==> src/rtl/amq_pkg.sv <==
package amq_pkg;

    // Vector length limit and the fixed field widths.
    localparam int MAX_LEN   = 64;
    localparam int ADDR_W    = (MAX_LEN > 1) ? $clog2(MAX_LEN) : 1;
    localparam int CNT_W     = $clog2(MAX_LEN + 1);
    localparam int VALUE_W   = 31;
    localparam int MAG_W     = 30;
    localparam int CODE_W    = 8;
    localparam int QUO_W     = 7;
    // Numerator |x|*254 + absmax needs MAG_W + 8 bits.
    localparam int NUM_W     = MAG_W + 8;
    // Divisor 2*absmax shifted up by QUO_W-1 for the first trial.
    localparam int DIV_W     = MAG_W + QUO_W;
    localparam int STEP_W    = $clog2(QUO_W);

    localparam int IN_TDATA_W  = ((VALUE_W + 7) / 8) * 8;
    localparam int OUT_TDATA_W = ((CODE_W + MAG_W + 7) / 8) * 8;

    typedef logic signed [VALUE_W-1:0] t_elem;
    typedef logic        [MAG_W-1:0]   t_mag;
    typedef logic        [ADDR_W-1:0]  t_addr;
    typedef logic        [CNT_W-1:0]   t_cnt;
    typedef logic        [QUO_W-1:0]   t_quo;

    localparam t_elem SAT_POS = 31'sd581130733;
    localparam t_elem SAT_NEG = -31'sd581130733;

    typedef enum logic [1:0] {
        ST_LOAD,
        ST_READ,
        ST_DIV,
        ST_PUT
    } t_state;

    // Magnitude of a saturated element; the range keeps it within MAG_W bits.
    function automatic t_mag elem_mag(input t_elem x);
        t_elem neg_x;
        neg_x = -x;
        return x[VALUE_W-1] ? neg_x[MAG_W-1:0] : x[MAG_W-1:0];
    endfunction

endpackage

==> src/rtl/amq_store.sv <==
module amq_store (
    input  logic           i_clk,
    input  logic           i_wr_en,
    input  amq_pkg::t_addr i_wr_addr,
    input  amq_pkg::t_elem i_wr_data,
    input  logic           i_rd_en,
    input  amq_pkg::t_addr i_rd_addr,
    output amq_pkg::t_elem o_rd_data
);
    import amq_pkg::*;

    t_elem mem [MAX_LEN];
    t_elem r_rd_data;

    always_ff @(posedge i_clk) begin
        if (i_wr_en) begin
            mem[i_wr_addr] <= i_wr_data;
        end
    end

    always_ff @(posedge i_clk) begin
        if (i_rd_en) begin
            r_rd_data <= mem[i_rd_addr];
        end
    end

    assign o_rd_data = r_rd_data;

endmodule

==> src/rtl/amq_divider.sv <==
module amq_divider (
    input  logic          i_clk,
    input  logic          i_rst_n,
    input  logic          i_start,
    input  amq_pkg::t_mag i_mag,
    input  amq_pkg::t_mag i_absmax,
    output logic          o_done,
    output amq_pkg::t_quo o_quo
);
    import amq_pkg::*;

    // Restoring division of (mag*254 + absmax) by 2*absmax, one quotient bit per cycle.
    logic              r_busy, n_busy;
    logic              r_done, n_done;
    logic [STEP_W-1:0] r_step, n_step;
    logic [NUM_W-1:0]  r_rem,  n_rem;
    logic [DIV_W-1:0]  r_div,  n_div;
    t_quo              r_quo,  n_quo;
    logic [NUM_W-1:0]  w_trial;
    logic              w_fits;

    assign w_trial = {{(NUM_W-DIV_W){1'b0}}, r_div};
    assign w_fits  = (r_rem >= w_trial);

    always_comb begin
        n_busy = r_busy;
        n_done = 1'b0;
        n_step = r_step;
        n_rem  = r_rem;
        n_div  = r_div;
        n_quo  = r_quo;
        if (i_start) begin
            n_busy = 1'b1;
            n_step = '0;
            n_rem  = {i_mag, 8'd0} - {7'd0, i_mag, 1'b0} + {8'd0, i_absmax};
            n_div  = {i_absmax, {QUO_W{1'b0}}};
            n_quo  = '0;
        end else if (r_busy) begin
            if (w_fits) begin
                n_rem = r_rem - w_trial;
            end
            n_quo  = {r_quo[QUO_W-2:0], w_fits};
            n_div  = r_div >> 1;
            n_step = r_step + 1'b1;
            if (r_step == STEP_W'(QUO_W - 1)) begin
                n_busy = 1'b0;
                n_done = 1'b1;
            end
        end
    end

    always_ff @(posedge i_clk) begin
        if (!i_rst_n) begin
            r_busy <= 1'b0;
            r_done <= 1'b0;
            r_step <= '0;
        end else begin
            r_busy <= n_busy;
            r_done <= n_done;
            r_step <= n_step;
        end
    end

    always_ff @(posedge i_clk) begin
        r_rem <= n_rem;
        r_div <= n_div;
        r_quo <= n_quo;
    end

    assign o_done = r_done;
    assign o_quo  = r_quo;

endmodule

==> src/rtl/absmax_int8_quantizer.sv <==
// Per-vector absmax int8 quantizer. Activations stream in at one request per
// cycle; each is saturated to +-581130733, written to a 64-entry element
// memory, and folded into a running largest magnitude. An input marked with
// tlast, or the 64th element of a vector, closes the vector, and the block then
// plays the stored elements back in arrival order, producing for each one the
// code round(x*127/absmax) with halves rounded away from zero, together with
// absmax. The output tlast is set only on the last code of a vector that was
// closed by tlast; a vector closed because the memory filled ends with tlast
// low, and the elements that follow start a new vector. While it plays back,
// the block takes no input. Each result, when the output side is ready, takes
// a memory read, a divider load, the bit-serial divider (one quotient bit per
// cycle, seven bits in all), its done flag and the load of the output register.
// Input is accepted again as soon as the last result sits in the output
// register.
module absmax_int8_quantizer (
    input  logic                             i_clk,
    input  logic                             i_rst_n,
    input  logic                             i_s_axis_tvalid,
    output logic                             o_s_axis_tready,
    // tdata: [30:0] value (signed), [31] zero.
    input  logic [amq_pkg::IN_TDATA_W-1:0]   i_s_axis_tdata,
    input  logic                             i_s_axis_tlast,
    output logic                             o_m_axis_tvalid,
    input  logic                             i_m_axis_tready,
    // tdata: [7:0] code (signed), [37:8] absmax, [39:38] zero.
    output logic [amq_pkg::OUT_TDATA_W-1:0]  o_m_axis_tdata,
    // tlast: final_res.
    output logic                             o_m_axis_tlast
);
    import amq_pkg::*;

    t_state r_state, n_state;

    // Vector bookkeeping.
    t_cnt   r_count,   n_count;
    t_mag   r_absmax,  n_absmax;
    t_cnt   r_len,     n_len;
    t_addr  r_idx,     n_idx;
    logic   r_tlast_in, n_tlast_in;
    logic   r_neg,     n_neg;

    // Output register.
    logic   r_out_valid, n_out_valid;
    logic [CODE_W-1:0] r_out_code, n_out_code;
    t_mag   r_out_absmax, n_out_absmax;
    logic   r_out_last,   n_out_last;

    // Input side.
    t_elem  w_in_raw;
    t_elem  w_in_sat;
    t_mag   w_in_mag;
    logic   w_in_accept;
    logic   w_close;

    // Memory and divider.
    logic   w_rd_en;
    t_elem  w_rd_data;
    logic   w_div_start;
    logic   w_div_done;
    t_quo   w_div_quo;
    logic   w_slot_free;
    logic   w_last_elem;
    logic [CODE_W-1:0] w_code;

    assign w_in_raw = t_elem'(i_s_axis_tdata[VALUE_W-1:0]);

    always_comb begin
        if (w_in_raw > SAT_POS) begin
            w_in_sat = SAT_POS;
        end else if (w_in_raw < SAT_NEG) begin
            w_in_sat = SAT_NEG;
        end else begin
            w_in_sat = w_in_raw;
        end
    end

    assign w_in_mag    = elem_mag(w_in_sat);
    assign w_in_accept = i_s_axis_tvalid && o_s_axis_tready;
    // The vector closes on tlast or when this request fills the memory.
    assign w_close     = i_s_axis_tlast || (r_count == t_cnt'(MAX_LEN - 1));

    assign w_slot_free = !r_out_valid || i_m_axis_tready;
    assign w_last_elem = ({1'b0, r_idx} == (r_len - 1'b1));

    // Round-half-away code with the sign restored; a zero absmax forces zero.
    always_comb begin
        if (r_absmax == '0) begin
            w_code = '0;
        end else if (r_neg) begin
            w_code = -{1'b0, w_div_quo};
        end else begin
            w_code = {1'b0, w_div_quo};
        end
    end

    // Next-state logic.
    always_comb begin
        n_state = r_state;
        unique case (r_state)
            ST_LOAD: begin
                if (w_in_accept && w_close) begin
                    n_state = ST_READ;
                end
            end
            ST_READ: begin
                n_state = ST_DIV;
            end
            ST_DIV: begin
                if (w_div_done) begin
                    n_state = ST_PUT;
                end
            end
            ST_PUT: begin
                if (w_slot_free) begin
                    n_state = w_last_elem ? ST_LOAD : ST_READ;
                end
            end
            default: begin
                n_state = ST_LOAD;
            end
        endcase
    end

    // Output and datapath logic.
    always_comb begin
        o_s_axis_tready = 1'b0;
        w_rd_en         = 1'b0;
        w_div_start     = 1'b0;
        n_count         = r_count;
        n_absmax        = r_absmax;
        n_len           = r_len;
        n_idx           = r_idx;
        n_tlast_in      = r_tlast_in;
        n_neg           = r_neg;
        n_out_valid     = r_out_valid && !i_m_axis_tready;
        n_out_code      = r_out_code;
        n_out_absmax    = r_out_absmax;
        n_out_last      = r_out_last;
        unique case (r_state)
            ST_LOAD: begin
                o_s_axis_tready = 1'b1;
                if (w_in_accept) begin
                    n_count = r_count + 1'b1;
                    if (w_in_mag > r_absmax) begin
                        n_absmax = w_in_mag;
                    end
                    if (w_close) begin
                        n_len      = r_count + 1'b1;
                        n_idx      = '0;
                        n_tlast_in = i_s_axis_tlast;
                    end
                end
            end
            ST_READ: begin
                w_rd_en = 1'b1;
            end
            ST_DIV: begin
                // The first cycle here sees the element read in the previous cycle.
                if (r_state != n_state) begin
                    n_neg = r_neg;
                end
            end
            ST_PUT: begin
                if (w_slot_free) begin
                    n_out_valid  = 1'b1;
                    n_out_code   = w_code;
                    n_out_absmax = r_absmax;
                    n_out_last   = r_tlast_in && w_last_elem;
                    n_idx        = r_idx + 1'b1;
                    if (w_last_elem) begin
                        n_count  = '0;
                        n_absmax = '0;
                    end
                end
            end
            default: begin
                o_s_axis_tready = 1'b0;
            end
        endcase
    end

    // The divider is loaded in the cycle right after the memory read.
    logic r_rd_pend;
    logic w_div_start_int;

    always_ff @(posedge i_clk) begin
        if (!i_rst_n) begin
            r_rd_pend <= 1'b0;
        end else begin
            r_rd_pend <= w_rd_en;
        end
    end

    always_comb begin
        w_div_start_int = r_rd_pend;
    end

    always_ff @(posedge i_clk) begin
        if (!i_rst_n) begin
            r_state     <= ST_LOAD;
            r_count     <= '0;
            r_absmax    <= '0;
            r_out_valid <= 1'b0;
        end else begin
            r_state     <= n_state;
            r_count     <= n_count;
            r_absmax    <= n_absmax;
            r_out_valid <= n_out_valid;
        end
    end

    always_ff @(posedge i_clk) begin
        r_len        <= n_len;
        r_idx        <= n_idx;
        r_tlast_in   <= n_tlast_in;
        r_neg        <= w_div_start_int ? w_rd_data[VALUE_W-1] : n_neg;
        r_out_code   <= n_out_code;
        r_out_absmax <= n_out_absmax;
        r_out_last   <= n_out_last;
    end

    amq_store u_store (
        .i_clk     (i_clk),
        .i_wr_en   (w_in_accept),
        .i_wr_addr (r_count[ADDR_W-1:0]),
        .i_wr_data (w_in_sat),
        .i_rd_en   (w_rd_en),
        .i_rd_addr (r_idx),
        .o_rd_data (w_rd_data)
    );

    amq_divider u_divider (
        .i_clk    (i_clk),
        .i_rst_n  (i_rst_n),
        .i_start  (w_div_start_int || w_div_start),
        .i_mag    (elem_mag(w_rd_data)),
        .i_absmax (r_absmax),
        .o_done   (w_div_done),
        .o_quo    (w_div_quo)
    );

    assign o_m_axis_tvalid = r_out_valid;
    assign o_m_axis_tdata  = {{(OUT_TDATA_W-CODE_W-MAG_W){1'b0}}, r_out_absmax, r_out_code};
    assign o_m_axis_tlast  = r_out_last;

    // A code never takes the one 8-bit pattern outside +-127.
    a_code_range: assert property (@(posedge i_clk) disable iff (!i_rst_n)
        o_m_axis_tvalid |-> (o_m_axis_tdata[CODE_W-1:0] != 8'h80))
        else $error("code outside +-127");

    // A zero scale word always comes with a zero code.
    a_zero_scale: assert property (@(posedge i_clk) disable iff (!i_rst_n)
        (o_m_axis_tvalid && (o_m_axis_tdata[CODE_W+MAG_W-1:CODE_W] == '0))
        |-> (o_m_axis_tdata[CODE_W-1:0] == '0))
        else $error("nonzero code with zero absmax");

    // The element count never runs past the memory depth.
    a_count_bound: assert property (@(posedge i_clk) disable iff (!i_rst_n)
        r_count <= t_cnt'(MAX_LEN))
        else $error("element count beyond memory depth");

    // The divider only reports completion while the sequencer waits for it.
    a_div_done: assert property (@(posedge i_clk) disable iff (!i_rst_n)
        w_div_done |-> (r_state == ST_DIV))
        else $error("divider done outside the divide state");

endmodule

==> config.mk <==
export PLATFORM = sky130hd
export DESIGN_NAME = absmax_int8_quantizer
export DESIGN_NICKNAME = d
export VERILOG_FILES = /design/src/rtl/amq_pkg.sv /design/src/rtl/amq_store.sv /design/src/rtl/amq_divider.sv /design/src/rtl/absmax_int8_quantizer.sv
export SDC_FILE = /design/constraint.sdc
export NUM_CORES = 2
export LEC_CHECK = 0
export BUFFER_PORTS_ARGS = -buffer_cell sky130_fd_sc_hd__buf_2
export CORE_MARGIN = 5
export CORE_UTILIZATION = 59
export CTS_CLUSTER_DIAMETER = 200
export CTS_CLUSTER_SIZE = 10
export DETAILED_ROUTE_END_ITERATION = 10
export PLACE_DENSITY = 0.78
export SLEW_MARGIN = 5
export SYNTH_ARGS = -nofsm -noshare
export SYNTH_HDL_FRONTEND = slang
export SYNTH_SLANG_ARGS = --single-unit
==> constraint.sdc <==
create_clock -name i_clk -period 12.6 [get_ports i_clk]
set_clock_uncertainty 0.2 [all_clocks]
set_input_delay 2.52 -clock i_clk [delete_from_list [all_inputs] [get_ports i_clk]]
set_output_delay 2.52 -clock i_clk [all_outputs]
set_load 0.02 [all_outputs]
# Word-level counts from Yosys, hierarchy flattened
# Memory sizes are Yosys's and may differ from the RTL's. A register that Yosys moved wholly into a read port is not among the register bits.
# Cells that the tools add are included.
# W data, S select, Z words.
[totals]
register_bits = 182
latchBits = 0
mem_bits_rw = 1984
romBits = 0
out_inout_bits = 43
elab_cells = 113
n_memories = 1
[mem_list]
columns = ["memory", "words", "width", "read_ports", "rd_ports_with_merged_regs", "wr", "line", "source"]
rows = [
  ["u_store.mem", 64, 31, 1, 1, 1, "amq_store.sv:12", "t_elem mem [MAX_LEN];"],
]
[classes]
add_sub_neg = 10
multipliers = 0
div = 0
magnitude_cmp = 4
n_eq_ne = 13
shifts = 0
n_mux = 39
bitwise = 3
reduce_logical = 23
[ops]
columns = ["cell", "count"]
rows = [
  ["$mux W30", 6],
  ["$mux W38", 3],
  ["$mux W37", 2],
  ["$mux W31", 2],
  ["$neg A30 Y30", 2],
  ["$pmux W30 S2", 1],
  ["$add A38 B30 Y38", 1],
  ["$ge A38 B37 Y1", 1],
  ["$sub A38 B31 Y38", 1],
  ["$sub A38 B37 Y38", 1],
  ["$gt A31 B31 Y1 const B", 1],
  ["$lt A31 B31 Y1 const B", 1],
  ["$gt A30 B30 Y1", 1],
  ["$logic_not A30 Y1", 1],
  ["$mux W7", 4],
  ["$mux W6", 3],
  ["$pmux W7 S2", 1],
  ["$mux W1", 12],
  ["$ne A2 B2 Y1 const B", 6],
  ["$pmux W6 S2", 1],
  ["$neg A7 Y8", 1],
  ["$pmux W2 S4", 1],
  ["$reduce_and A4 Y1", 2],
  ["$add A7 B1 Y7 const B", 1],
  ["other kinds (21)", 36],
]

# Longest topological paths before layout
[logic_depth]
ltp_word = 9
depth_mapped = 33
mapped_depth_nobuf = 30

# Cells and area by module
# From an unflattened synthesis, not the netlist that was laid out.
[unflattened]
cells_unflattened = 5134
hier_area_um2 = 91655.4
[modules_own_cells]
columns = ["mod", "instances", "cells_each", "area_per_inst_um2", "seq_area_each_um2"]
rows = [
  ["amq_store", 1, 3418, 76616.0, 60508.0],
  ["amq_divider", 1, 980, 8577.0, 2422.3],
  ["absmax_int8_quantizer", 1, 736, 6462.4, 2442.3],
]

# Worst setup path after synthesis
# No wires, ideal clock.
[synth_timing]
path_type = "input port to flip-flop"
startpoint = "input port i_s_axis_tdata[0] (netlist name)"
endpoint = "register r_absmax[10]"
setup_ns = 0.061
arrival_ns = 9.780
path_slack_ns = 2.559
stages = 25
n_path_buf = 3
path_cell_list = "a211o_1 -> nand2_1 -> a31oi_1 -> o31a_1 -> o21ai_0 -> a21oi_1 -> o211ai_1 -> a31oi_1 -> o21ai_0 -> ha_1 -> clkbuf_1 -> clkbuf_1 -> o21ai_0 -> xnor2_1 -> ha_1 -> nand4_1 -> nor2_1 -> nand2_1 -> or4_1 -> or3_1 -> nand3_1 -> a31oi_1 -> nor2b_1 -> clkbuf_1 -> a32o_1"
[synth_via]
elab_chain_cells = 8
elab_cells_between_ends = 12
classes_between = "add/sub: 1; order compare: 3; eq/ne: 1; mux: 6; reduce/logical: 1"
[synth_lines]
columns = ["element", "line", "source"]
rows = [
  ["from (decl)", "absmax_int8_quantizer.sv:21", "input logic [amq_pkg::IN_TDATA_W-1:0] i_s_axis_tdata,"],
  ["$lt A31 B31 Y1", "absmax_int8_quantizer.sv:70", "end else if (w_in_raw < SAT_NEG) begin"],
  ["$mux W31", "absmax_int8_quantizer.sv:70", ""],
  ["$mux W31 (*)", "absmax_int8_quantizer.sv:68", "if (w_in_raw > SAT_POS) begin"],
  ["named net u_store.i_wr_data[21]", "amq_store.sv:5", "input amq_pkg::t_elem i_wr_data,"],
  ["$neg A30 Y30", "amq_pkg.sv:39", "neg_x = -x;"],
  ["$mux W30 (*)", "amq_pkg.sv:40", "return x[VALUE_W-1] ? neg_x[MAG_W-1:0] : x[MAG_W-1:0];"],
  ["$gt A30 B30 Y1 (*)", "absmax_int8_quantizer.sv:144", "if (w_in_mag > r_absmax) begin"],
  ["$ne A2 B2 Y1 (no source line) (*)", "-", ""],
  ["$reduce_and A5 Y1 (no source line) (*)", "-", ""],
  ["to (signal assigned)", "absmax_int8_quantizer.sv:207", "r_absmax <= n_absmax;"],
  ["to (decl)", "absmax_int8_quantizer.sv:36", "t_mag r_absmax, n_absmax;"],
]
# The timed path passes the listed nets; every way through them passes the cells marked *. The select of a mux whose other input is x is not followed.
# A chain may end at the register's enable or synchronous reset.

# Worst setup path in the final report
[layout_timing]
startpoint = "input port i_s_axis_tdata[0] (netlist name)"
endpoint = "register r_absmax[26]"
[layout_via]
elab_chain_cells = 8
elab_cells_between_ends = 12
classes_between = "add/sub: 1; order compare: 3; eq/ne: 1; mux: 6; reduce/logical: 1"
[layout_lines]
columns = ["element", "line"]
rows = [
  ["$lt A31 B31 Y1", "absmax_int8_quantizer.sv:70"],
  ["$mux W31", "absmax_int8_quantizer.sv:70"],
  ["$mux W31 (*)", "absmax_int8_quantizer.sv:68"],
  ["named net u_store.i_wr_data[1]", "amq_store.sv:5"],
  ["$neg A30 Y30", "amq_pkg.sv:39"],
  ["$mux W30 (*)", "amq_pkg.sv:40"],
  ["$gt A30 B30 Y1 or $mux W30 (tied branches)", "absmax_int8_quantizer.sv:144"],
  ["$ne A2 B2 Y1 (no source line) or $mux W30 (tied branches)", "-"],
  ["$reduce_and A5 Y1 (no source line) or $pmux W30 S2 (tied branches)", "-"],
]
# Marked as above.

==> summary.txt <==
Status -> completed
Post-route met1 wirelength -> 83.9 mm
Clk_lat worst skew -> 860 ps
Sink Count -> 2197
Crit. Startpoint -> i_s_axis_tdata[0]
Max Transition Viols Final -> 0
Synthesized instance count -> 4566
Cell Area, Synth -> 0.0907 sq mm
Worst path required time -> 13150 ps
RR Endpoint -> u_divider.r_rem[33]$_DFFE_PP_
Mux contribution to synthesized area -> 0.165
Period utilization -> 0.765
Fin area -> 0.101 sq mm
Setup bufs post-CTS -> 0
R2R depth -> 18
Slew Limit Headroom -> 0.0636
YS warnings -> 0
CP Capture Type -> flip-flop
Crit-path max cell delay -> 890 ps
Final Routed Wirelength -> 246 mm
Place WS -> 2130 ps
Vias in the first global route -> 48727
Critical path class -> input pin to flip-flop
Vias per inst -> 6.97
Max_cap viols -> 0
H-tree levels -> 4
PostCTS Resize Cnt -> 0
Dominant synthesized flop cell -> edfxtp_1
Layout cell share with drive strength beyond 1 -> 0.255
Final std cells w/o fill -> 6900
DR top layer -> met5
Synth Area in Adders -> 0.0223
Standby leakage power -> 32.4 nW
Share of the synthesized area in the top cell type -> 0.707
Initial Util -> 0.591
Worst hold path class -> flip-flop to flip-flop
Slew @ Worst Pin -> 1400 ps
Num ports -> 80
Final hold slack -> 328 ps
Slowest cell on the critical path -> nor4_1
Final Setup Violations -> 0
TNS Setup -> 0 ps
Fillers -> 9602
Row cnt -> 144
Worst Path Buf+Inv -> 5
Clk buf depth -> 3
Reg2reg start -> u_store.o_rd_data[6]$_DFFE_PP_
# DRC -> 0
CTS root buf -> clkbuf_16
Seq/Total Area, Yosys -> 0.721
Maximum vdd ir drop -> 0.243 mV
Area growth syn-to-layout -> 11.3%
Synth Area in Simple Gates -> 0.0289
GRT Total Usage -> 0.307
Async set or reset register ratio after synthesis -> 0
Arrival @ worst endpoint -> 10180 ps
Num CTS Buffers -> 237
Final Hold Vio Count -> 0
CTS tree -> built
Power per cell area -> 248 mW/mm^2
Drt wl/cell -> 35.7 microns
Clk slew on worst S/H paths -> 60 ps
Compound-gate portion of the synthesized area -> 0.0332
CP endpoint -> r_absmax[26]$_SDFFE_PN0P_
Combinational family with the most area after synthesis -> multiplexers
RSZ-0062 raised after global routing -> false
Setup slack, reg-to-reg -> 5990 ps
Total Nets Final -> 4984
Crit start category -> input pin
Average size of a mapped cell -> 19.9 sq um
Initial drt markers -> 6860
Final core utilization -> 0.658
CORE AREA -> 0.154 sq mm
Largest cells by area after synthesis -> edfxtp_1 71%, mux4_2 16%, ha_1 1.7%
Met3 wire len -> 29.4 mm
Worst setup margin -> 2960 ps
Post-synth top area cell -> edfxtp_1
Final Wtd Congestion -> 0.906
Die area -> 0.162 sq mm
DRT Pass-1 Iters -> 8
Die Wd -> 402 microns
Final period demand of the worst path -> 9640 ps
Placed cell area -> 0.0946 sq mm
Max Fclk -> 104 MHz
Most frequent CP cell -> o21ai_0
Placed cells -> 6605
First-pass GRT wire length -> 352 mm
Port bufs -> 76
HPWL Detailed -> 127 mm
Hold_buf cts -> 0
Register bit count reported by yosys -> 2197
Family with the most delay on the worst path -> compound AO/OA/AOI/OAI gates
Crit path depth -> 33
Largest net degree at the start of global routing -> 141
XOR/XNOR Fraction of Synth Area -> 0.0133
CP max FO -> 66
Commonest non-fill, non-tap cells in the layout -> 2137 x edfxtp_1, 651 x mux4_2, 242 x clkbuf_16
Total gr overflow -> 0
Met2 wire length -> 119 mm
Commonest non-fill, non-tap cell in the layout -> edfxtp_1
Die Height -> 402 microns
Via count -> 48116
Initial antenna violation count -> 21
Antenna viol nets, final -> 0
Total chip power -> 25.0 mW
Post-synth EDFFs -> 2137
Distinct cells, synth -> 76
## cells in the mapped netlist, types with 13 or more instances
| cell type | n |
|---|---|
| nand2_1 | 115 |
| nand2b_1 | 14 |
| dfxtp_1 | 60 |
| a32o_1 | 23 |
| buf_1 | 61 |
| xor2_1 | 67 |
| nand4_1 | 25 |
| or3_1 | 20 |
| mux4_2 | 651 |
| nor4_1 | 18 |
| a21oi_1 | 105 |
| clkbuf_1 | 144 |
| nor3_1 | 37 |
| fa_1 | 24 |
| o31ai_1 | 18 |
| a211oi_1 | 13 |
| a31oi_1 | 15 |
| edfxtp_1 | 2137 |
| mux2i_1 | 32 |
| xnor2_1 | 71 |
| a21o_1 | 52 |
| o21ai_0 | 95 |
| ha_1 | 123 |
| a22o_1 | 30 |
| inv_1 | 185 |
| nor2b_1 | 29 |
| nand3_1 | 36 |
| nor2_1 | 220 |
| o21a_1 | 17 |
## worst min-delay path by stage
stage / startpoint / endpoint / slack (ps) / cells past startpoint
after floorplan: r_rd_pend$_SDFF_PN0_ / r_neg$_DFFE_PP_ / 230 / 0
after global placement: u_divider.r_step[1]$_SDFFE_PP0P_ / u_divider.r_step[1]$_SDFFE_PP0P_ / 290 / 2
after detailed placement: u_divider.r_step[2]$_SDFFE_PP0P_ / u_divider.r_step[2]$_SDFFE_PP0P_ / 310 / 2
after CTS: u_divider.r_step[2]$_SDFFE_PP0P_ / u_divider.r_step[2]$_SDFFE_PP0P_ / 330 / 2
after global routing: u_divider.r_step[2]$_SDFFE_PP0P_ / u_divider.r_step[2]$_SDFFE_PP0P_ / 340 / 2
final: u_divider.r_div[2]$_SDFFE_PP0P_ / u_divider.r_div[2]$_SDFFE_PP0P_ / 330 / 2
## registers in the layout, indices dropped and copies added, names as in the netlist
signal / flops
o_m_axis_tlast: 1
r_absmax: 30
u_store.o_rd_data: 31
r_count: 7
r_tlast_in: 1
r_out_code: 8
u_divider.r_busy: 1
o_m_axis_tvalid: 1
r_idx: 6
r_len: 7
r_neg: 1
u_divider.r_rem: 38
r_out_absmax: 30
u_divider.r_step: 3
r_state: 2
u_store.mem: 1984
u_divider.r_div: 37
u_divider.o_done: 1
r_rd_pend: 1
u_divider.o_quo: 7
## cells by family after synthesis
logic type | after synthesis
flip-flops | 2197
multiplexers | 683
AND/OR/NAND/NOR | 559
AO/OA/AOI/OAI | 445
buffers and inverters | 396
adder cells (fa/ha/maj) | 147
XOR/XNOR | 138
other | 1
## tightest hold or removal path: stages (launching register included)
cell     delay (ps)
dfxtp_1         350
mux2i_1          80
nor2_1           70
## per-layer routing
| metal | up-vias | global-route usage |
|---|---|---|
| met3 | 619 | 0.0782 |
| met5 | - | 0 |
| li1 | 19084 | - |
| met2 | 3567 | 0.493 |
| met4 | 12 | 0.142 |
| met1 | 24834 | 0.400 |
## cell type report
type	instances	area, sq um	share of cell area
sequential	2197	65400	0.648
multi-input combinational	1974	24500	0.243
clock buffer	276	6180	0.0612
tap	2044	2560	0.0253
timing repair buffer	205	1440	0.0142
inverter	185	694	0.00688
clock inverter	10	168	0.00166
antenna	9	22.5	0.000223
## power breakdown
part	internal, mW	leakage, nW	switching [mW]
clock	3.39	3.10	2.64
sequential	8.63	19.8	0.301
combinational	4.16	9.49	5.92
total	16.2	32.4	8.86
(Power assumes the default switching activity.)
